File: src/sacr_pkg.sv
// Shared constants, types and helpers for the set-associative cache.
// Used by sacr_tag_dir and set_assoc_cache_random_replace_core.
`timescale 1ns / 1ps

package sacr_pkg;

  // Geometry
  localparam int ADDRESS_BITS = 8;
  localparam int DATA_BITS    = 8;
  localparam int NUM_SETS     = 2;
  localparam int NUM_WAYS     = 4;
  localparam int LINE_WORDS   = 16;

  localparam int OFF_BITS  = $clog2(LINE_WORDS);
  localparam int SET_BITS  = $clog2(NUM_SETS);
  localparam int WAY_BITS  = $clog2(NUM_WAYS);
  localparam int TAG_BITS  = ADDRESS_BITS - OFF_BITS - SET_BITS;
  localparam int LINE_ADDR_BITS = SET_BITS + WAY_BITS + OFF_BITS;

  // Victim LFSR: Galois form, maximal length
  localparam int              LFSR_BITS = 8;
  localparam logic [LFSR_BITS-1:0] LFSR_SEED = 8'h01;
  localparam logic [LFSR_BITS-1:0] LFSR_TAPS = 8'hB8;

  // Result of a tag lookup
  typedef struct packed {
    logic                hit;
    logic [WAY_BITS-1:0] hit_way;
    logic [WAY_BITS-1:0] victim;
  } lookup_t;

  // Directory update request
  typedef struct packed {
    logic                pick;
    logic                alloc;
    logic [WAY_BITS-1:0] way;
  } dir_cmd_t;

  // Advance the LFSR by one step
  function automatic logic [LFSR_BITS-1:0] lfsr_next(input logic [LFSR_BITS-1:0] s);
    logic [LFSR_BITS-1:0] n;
    n = s >> 1;
    if (s[0]) n = n ^ LFSR_TAPS;
    return n;
  endfunction

endpackage

File: src/sacr_ram.sv
// Generic simple dual-port RAM, one write and one registered read port.
// No dependencies.
`timescale 1ns / 1ps

module sacr_ram #(
  parameter int ADDR_W = 8,
  parameter int DATA_W = 8
) (
  input  logic              clk,
  input  logic              we,
  input  logic [ADDR_W-1:0] waddr,
  input  logic [DATA_W-1:0] wdata,
  input  logic [ADDR_W-1:0] raddr,
  output logic [DATA_W-1:0] rdata
);

  logic [DATA_W-1:0] mem [2**ADDR_W];

  // Write port
  always_ff @(posedge clk) begin
    if (we) mem[waddr] <= wdata;
  end

  // Registered read port
  always_ff @(posedge clk) begin
    rdata <= mem[raddr];
  end

endmodule

File: src/sacr_tag_dir.sv
// Tag directory: per-way tags and valid bits, parallel compare, victim LFSR.
// Depends on sacr_pkg.
`timescale 1ns / 1ps

module sacr_tag_dir (
  input  logic                            clk,
  input  logic                            rst,
  input  logic [sacr_pkg::SET_BITS-1:0]   look_set,
  input  logic [sacr_pkg::TAG_BITS-1:0]   look_tag,
  input  sacr_pkg::dir_cmd_t              cmd,
  output sacr_pkg::lookup_t               look
);

  logic [sacr_pkg::TAG_BITS-1:0]  tags  [sacr_pkg::NUM_WAYS][sacr_pkg::NUM_SETS];
  logic [sacr_pkg::NUM_WAYS-1:0]  valid [sacr_pkg::NUM_SETS];
  logic [sacr_pkg::LFSR_BITS-1:0] lfsr;
  logic [sacr_pkg::LFSR_BITS-1:0] lfsr_adv;
  logic [sacr_pkg::WAY_BITS-1:0]  free_way;
  logic                           all_valid;

  // Compare all ways of the set; lowest match and lowest free way win
  always_comb begin
    look.hit     = 1'b0;
    look.hit_way = '0;
    free_way     = '0;
    for (int w = sacr_pkg::NUM_WAYS - 1; w >= 0; w--) begin
      if (valid[look_set][w] && (tags[w][look_set] == look_tag)) begin
        look.hit     = 1'b1;
        look.hit_way = sacr_pkg::WAY_BITS'(w);
      end
      if (!valid[look_set][w]) free_way = sacr_pkg::WAY_BITS'(w);
    end
    all_valid   = &valid[look_set];
    lfsr_adv    = sacr_pkg::lfsr_next(lfsr);
    look.victim = all_valid ? lfsr_adv[sacr_pkg::WAY_BITS-1:0] : free_way;
  end

  // Valid bits and LFSR
  always_ff @(posedge clk) begin
    if (rst) begin
      lfsr <= sacr_pkg::LFSR_SEED;
      for (int s = 0; s < sacr_pkg::NUM_SETS; s++) valid[s] <= '0;
    end else begin
      if (cmd.pick && all_valid) lfsr <= lfsr_adv;
      if (cmd.alloc) valid[look_set][cmd.way] <= 1'b1;
    end
  end

  // Tag storage
  always_ff @(posedge clk) begin
    if (cmd.alloc) tags[cmd.way][look_set] <= look_tag;
  end

endmodule

File: src/set_assoc_cache_random_replace_core.sv
// Top level of the set-associative cache with random replacement.
// Depends on sacr_pkg, sacr_ram and sacr_tag_dir.
`timescale 1ns / 1ps

// A 2-set, 4-way cache with 16-word lines in front of a 256-word backing store.
// One access is taken at a time. A write passes from lookup to the done state,
// a read hit through lookup and a line read, and a read miss through lookup and
// the line fill, which reads the backing RAM one word per cycle through its single
// read port. After reset the block runs a clearing pass over the backing RAM,
// holding in_stall high. A finished result sits in the output register, and the
// next input transfer is taken while it waits.
module set_assoc_cache_random_replace_core (
  input  logic                               clk,
  input  logic                               rst,
  input  logic                               in_valid,
  output logic                               in_stall,
  input  logic                               kind,
  input  logic [sacr_pkg::ADDRESS_BITS-1:0]  address,
  input  logic [sacr_pkg::DATA_BITS-1:0]     write_data,
  output logic                               out_valid,
  input  logic                               out_stall,
  output logic [sacr_pkg::DATA_BITS-1:0]     read_data,
  output logic                               hit
);

  typedef enum logic [5:0] {
    S_CLEAR  = 6'b000001,
    S_IDLE   = 6'b000010,
    S_LOOKUP = 6'b000100,
    S_RDATA  = 6'b001000,
    S_FILL   = 6'b010000,
    S_DONE   = 6'b100000
  } state_t;

  state_t state, state_next;

  logic [sacr_pkg::ADDRESS_BITS-1:0] clr_cnt;
  logic [sacr_pkg::OFF_BITS:0]       cnt;
  logic                              req_kind;
  logic [sacr_pkg::ADDRESS_BITS-1:0] req_addr;
  logic [sacr_pkg::DATA_BITS-1:0]    req_data;
  logic [sacr_pkg::WAY_BITS-1:0]     victim;
  logic [sacr_pkg::DATA_BITS-1:0]    res_data;
  logic                              res_hit;

  logic [sacr_pkg::OFF_BITS-1:0] req_off;
  logic [sacr_pkg::SET_BITS-1:0] req_set;
  logic [sacr_pkg::TAG_BITS-1:0] req_tag;
  logic [sacr_pkg::OFF_BITS-1:0] fill_off;

  logic                                bk_we;
  logic [sacr_pkg::ADDRESS_BITS-1:0]   bk_waddr;
  logic [sacr_pkg::DATA_BITS-1:0]      bk_wdata;
  logic [sacr_pkg::ADDRESS_BITS-1:0]   bk_raddr;
  logic [sacr_pkg::DATA_BITS-1:0]      bk_rdata;
  logic                                ln_we;
  logic [sacr_pkg::LINE_ADDR_BITS-1:0] ln_waddr;
  logic [sacr_pkg::DATA_BITS-1:0]      ln_wdata;
  logic [sacr_pkg::LINE_ADDR_BITS-1:0] ln_raddr;
  logic [sacr_pkg::DATA_BITS-1:0]      ln_rdata;

  sacr_pkg::lookup_t  look;
  sacr_pkg::dir_cmd_t dir_cmd;

  logic in_xfer;
  logic done_go;
  logic fill_wr;

  assign req_off  = req_addr[sacr_pkg::OFF_BITS-1:0];
  assign req_set  = req_addr[sacr_pkg::OFF_BITS +: sacr_pkg::SET_BITS];
  assign req_tag  = req_addr[sacr_pkg::ADDRESS_BITS-1 -: sacr_pkg::TAG_BITS];
  assign fill_off = sacr_pkg::OFF_BITS'(cnt - 1'b1);

  assign in_stall = (state != S_IDLE);
  assign in_xfer  = in_valid && !in_stall;
  assign done_go  = (state == S_DONE) && (!out_valid || !out_stall);
  assign fill_wr  = (state == S_FILL) && (cnt != '0);

  // Backing store and line data
  sacr_ram #(
    .ADDR_W (sacr_pkg::ADDRESS_BITS),
    .DATA_W (sacr_pkg::DATA_BITS)
  ) u_backing (
    .clk   (clk),
    .we    (bk_we),
    .waddr (bk_waddr),
    .wdata (bk_wdata),
    .raddr (bk_raddr),
    .rdata (bk_rdata)
  );

  sacr_ram #(
    .ADDR_W (sacr_pkg::LINE_ADDR_BITS),
    .DATA_W (sacr_pkg::DATA_BITS)
  ) u_lines (
    .clk   (clk),
    .we    (ln_we),
    .waddr (ln_waddr),
    .wdata (ln_wdata),
    .raddr (ln_raddr),
    .rdata (ln_rdata)
  );

  sacr_tag_dir u_dir (
    .clk      (clk),
    .rst      (rst),
    .look_set (req_set),
    .look_tag (req_tag),
    .cmd      (dir_cmd),
    .look     (look)
  );

  // Drive memory ports and directory updates
  always_comb begin
    bk_we    = 1'b0;
    bk_waddr = req_addr;
    bk_wdata = req_data;
    bk_raddr = {req_tag, req_set, cnt[sacr_pkg::OFF_BITS-1:0]};
    ln_we    = 1'b0;
    ln_waddr = {req_set, look.hit_way, req_off};
    ln_wdata = req_data;
    ln_raddr = {req_set, look.hit_way, req_off};
    dir_cmd  = '{pick: 1'b0, alloc: 1'b0, way: victim};
    unique case (state)
      S_CLEAR: begin
        bk_we    = 1'b1;
        bk_waddr = clr_cnt;
        bk_wdata = '0;
      end
      S_LOOKUP: begin
        if (req_kind) begin
          bk_we = 1'b1;
          ln_we = look.hit;
        end else if (!look.hit) begin
          dir_cmd.pick = 1'b1;
        end
      end
      S_FILL: begin
        ln_we    = fill_wr;
        ln_waddr = {req_set, victim, fill_off};
        ln_wdata = bk_rdata;
        dir_cmd.alloc = (cnt == (sacr_pkg::OFF_BITS + 1)'(sacr_pkg::LINE_WORDS));
      end
      default: ;
    endcase
  end

  // Sequence one access
  always_comb begin
    state_next = state;
    unique case (state)
      S_CLEAR:  if (clr_cnt == '1) state_next = S_IDLE;
      S_IDLE:   if (in_xfer) state_next = S_LOOKUP;
      S_LOOKUP: begin
        if (req_kind)      state_next = S_DONE;
        else if (look.hit) state_next = S_RDATA;
        else               state_next = S_FILL;
      end
      S_RDATA:  state_next = S_DONE;
      S_FILL:   if (dir_cmd.alloc) state_next = S_DONE;
      S_DONE:   if (done_go) state_next = S_IDLE;
      default:  state_next = S_CLEAR;
    endcase
  end

  // Control state
  always_ff @(posedge clk) begin
    if (rst) begin
      state   <= S_CLEAR;
      clr_cnt <= '0;
      cnt     <= '0;
    end else begin
      state <= state_next;
      if (state == S_CLEAR) clr_cnt <= clr_cnt + 1'b1;
      if (state == S_FILL)  cnt <= cnt + 1'b1;
      else                  cnt <= '0;
    end
  end

  // Hold the request and build the result
  always_ff @(posedge clk) begin
    if (in_xfer) begin
      req_kind <= kind;
      req_addr <= address;
      req_data <= write_data;
    end
    if (state == S_LOOKUP) begin
      victim   <= look.victim;
      res_hit  <= look.hit;
      res_data <= '0;
    end
    if (state == S_RDATA) res_data <= ln_rdata;
    if (fill_wr && (fill_off == req_off)) res_data <= bk_rdata;
  end

  // Output register: load when empty or being drained
  always_ff @(posedge clk) begin
    if (rst) begin
      out_valid <= 1'b0;
    end else if (done_go) begin
      out_valid <= 1'b1;
    end else if (!out_stall) begin
      out_valid <= 1'b0;
    end
  end

  always_ff @(posedge clk) begin
    if (done_go) begin
      read_data <= res_data;
      hit       <= res_hit;
    end
  end

endmodule

File: config.mk
export PLATFORM = sky130hd
export DESIGN_NAME = set_assoc_cache_random_replace_core
export DESIGN_NICKNAME = d
export VERILOG_FILES = /design/src/sacr_pkg.sv /design/src/sacr_ram.sv /design/src/sacr_tag_dir.sv /design/src/set_assoc_cache_random_replace_core.sv
export SDC_FILE = /design/constraint.sdc
export NUM_CORES = 2
export LEC_CHECK = 0
export ABC_AREA = 1
export BUFFER_PORTS_ARGS = -buffer_cell sky130_fd_sc_hd__buf_2
export CAP_MARGIN = 20
export CORE_MARGIN = 5
export CORE_UTILIZATION = 55
export DETAILED_ROUTE_END_ITERATION = 12
export HOLD_SLACK_MARGIN = 0.06
export PLACE_DENSITY = 0.77
export SYNTH_ARGS = -nofsm -noshare
export SYNTH_HDL_FRONTEND = slang
export SYNTH_HIERARCHICAL = 1
export SYNTH_SLANG_ARGS = --single-unit
File: constraint.sdc
create_clock -name clk -period 8.2 [get_ports clk]
set_clock_uncertainty 0.2 [all_clocks]
set_input_delay 1.64 -clock clk [delete_from_list [all_inputs] [get_ports clk]]
set_output_delay 1.64 -clock clk [all_outputs]
set_load 0.02 [all_outputs]
==> qor.yml <==
outcome:
  status: "finished clean"
logic_synthesis:
  avgSynthCellArea_um2: 11.7
  synth-seq-area-share_pct: 73.1
  synth_xor_area_share_pct: 0.0673
  yosys.area_share.simple_pct: 23.2
  synth_fa_ha_area_share_pct: 0.0385
  synthCells: 11100
  synth_mux_area_share_pct: 0
  synth_area_mm2: 0.130
  async_flop_share_pct: 0
  synth_flop_cell: "edfxtp_1"
  synth_top_area_cell: "edfxtp_1"
  syn_nets: 11100
  synth_edf_count: 3133
  synth_seq_cells: 3185
  synth_top_area_share_pct: 72.3
  synthTopCellsByCount: "nand2_1, edfxtp_1, nand3_1"
  ys_warn_count: 6
  synth_top_family_by_area: "simple AND/OR/NAND/NOR gates"
  synth_compound_area_share_pct: 0.269
  synth_area_leaders: "edfxtp_1, nand3_1, nand2_1, buf_2, nor2_1"
  synth.distinct_cells: 41
  yosysMostFrequentCell: "nand2_1"
clock_network:
  cts.sinks: 3185
  clock_latency_ns: 0.93
  clkSlewWorstSetupHoldPaths_ns: 0.06
  cts_buffer_depth: 4
  cts_buffers: 315
  postCtsResizedCells: 0
  cts_root_buffer: "clkbuf_16"
  holdBufCountCts: 0
  cts_setup_buffers: 0
  cts_tree: "built"
  h-tree-depth: 5
setup_path:
  cp.required_ns: 8.56
  start_kind: "flip-flop"
  criticalPathCategory: "flip-flop to flip-flop"
  crit_slowest_cell: "edfxtp_1"
  cp_common_cell: "nand2_1"
  r2r_setup_slack_ns: 2.63
  worstPathCellList: "buf_4 -> inv_6 -> nand2_1 -> nand2_1 -> nand2_1 -> nand3_1 -> nor2_2 -> nand2_1 -> a21oi_4 -> nand2_1 -> nand2_1 -> inv_1 -> nor2_1 -> nand3_1 -> nor2_1"
  worstSetupStartpoint: "req_addr[4]"
  r2r-start: "req_addr[4]"
  crit_fanout: 34
  cpPeakStageDelay_ns: 0.91
  end_kind: "flip-flop"
  cp.arrival_ns: 5.93
global_routing:
  grt_pass1_wl_mm: 501
  antenna_found_initial: 2
  first_global_vias: 82800
  grt-ovfl-total: 0
  grt_max_degree: 322
  track_usage_pct: 26.6
finish:
  layout-drive-gt1-share_pct: 5.81
  top_regs: "u_backing/mem: 2048 flops, u_lines/mem: 1024 flops, u_dir/tags: 24 flops"
  top_register: "u_backing/mem"
  nNetsFinal: 10900
  syn2layout_area_growth_pct: 8.70
  largest_reg_flops: 2048
pwr:
  leakage_nw: 49.4
  p_per_area_mw_per_mm2: 230
  ir_drop_mv: 0.207
  design_power_total_mw: 32.5
flow_run:
  cap_violations: 0
sta:
  max_freq_mhz: 180
  post-route-min-period_ns: 5.57
  finalMaxSlewViolations: 0
  fin_crit_sh_pct: 67.9
  final-hold-violation-count: 0
  tightestPinTransition_ns: 1.24
  timing.slew.headroom_pct: 17.3
  hold_ws_ns: 0.260
  rsz0062_at_grt: "false"
  finalSetupViolCount: 0
route:
  drtAntennaViolNets: 0
  via_count: 87000
  dr.pass1.iters: 9
  routed_wl_mm: 334
  vias_per_cell: 6.11
  initialDrtViolationCount: 13100
  wl_per_cell_um: 23.4
  drc: 0
die:
  start_util_pct: 55.3
  dieWidth_um: 496
  pin_count: 32
  placementRows: 178
  core_area_mm2: 0.235
  die_area_mm2: 0.246
  die_h_um: 496
place:
  dpl.hpwl_mm: 188
  gp_routability_congestion: 0.897
  port-buffer-count: 31
hold_path:
  hold_class: "flip-flop to flip-flop"
  holdCritStartpoint: "res_data[6]"
## path summary, 6_finish.rpt
path                        end  cells past startpoint
max          u_lines/mem[80][5]                     15
min                read_data[6]                      0
max reg2reg  u_lines/mem[80][5]                     15
min reg2reg        read_data[6]                      0
## power by group
group / switching, mW / leakage, nW / internal, mW / total, mW
registers: 0.0220 / 29.0 / 18.0 / 18.0
clock network: 5.84 / 4.77 / 7.86 / 13.7
logic: 0.720 / 15.6 / 0.0969 / 0.817
## cells by family (layout without fill, tap and decap cells)
kind of cell / Yosys count / in the layout
adder cells (fa/ha/maj): 4 / 4
AO/OA/AOI/OAI: 61 / 61
other: 0 / 3
AND/OR/NAND/NOR: 6997 / 6997
XOR/XNOR: 10 / 10
flip-flops: 3185 / 3185
buffers and inverters: 854 / 832
## critical path: cells and delay by family (launching register included)
family,cells,cell delay [ns]
flip-flops,1,0.91
AO/OA/AOI/OAI,1,0.77
buffers and inverters,3,0.71
AND/OR/NAND/NOR,11,2.59
## layer usage
layer  GRT usage [%]  vias to the layer above  wire, µm
met4            12.2                        0     17100
met2            42.5                     5849    157000
met3            5.28                      960     39300
li1                -                    38600         -
met1            35.7                    41600    120000
met5               0                        -         0
## layout make-up
type                            instances  area, µm²
Inverter                              129        554
Tap cell                             3150       3940
Multi-Input combinational cell       7072      30800
Clock inverter                        171       1400
Fill cell                           17500      94000
Antenna cell                            3       7.51
Clock buffer                          383       8310
Timing Repair Buffer                  149       1310
Sequential cell                      3185      95100
## through the flow
step                setup TNS [ns]  instances  setup WS, ns  instance area, µm²  utilization (%)
finish                           0      14200          2.63              141000             60.1
global route                     0      14200          2.37              141000             60.1
CTS                              0      14200          2.75              141000             60.1
detailed placement               0      13700          2.71              132000             56.0
global placement                 0      13700          2.83              132000             55.9
floorplan                  -182.90      11100       -0.0893              130000                -
## placed cells by master, fill, tap and decap left out, types with 18 or more instances in the layout
cell / n
clkinv_2: 62
clkbuf_16: 321
buf_4: 98
dfxtp_1: 48
buf_2: 31
o21ai_0: 18
nor2_1: 491
clkbuf_1: 58
nand3_1: 2981
edfxtp_1: 3133
clkinv_1: 65
inv_1: 116
bufinv_16: 21
nand2_1: 3474
(Power assumes the default switching activity.)
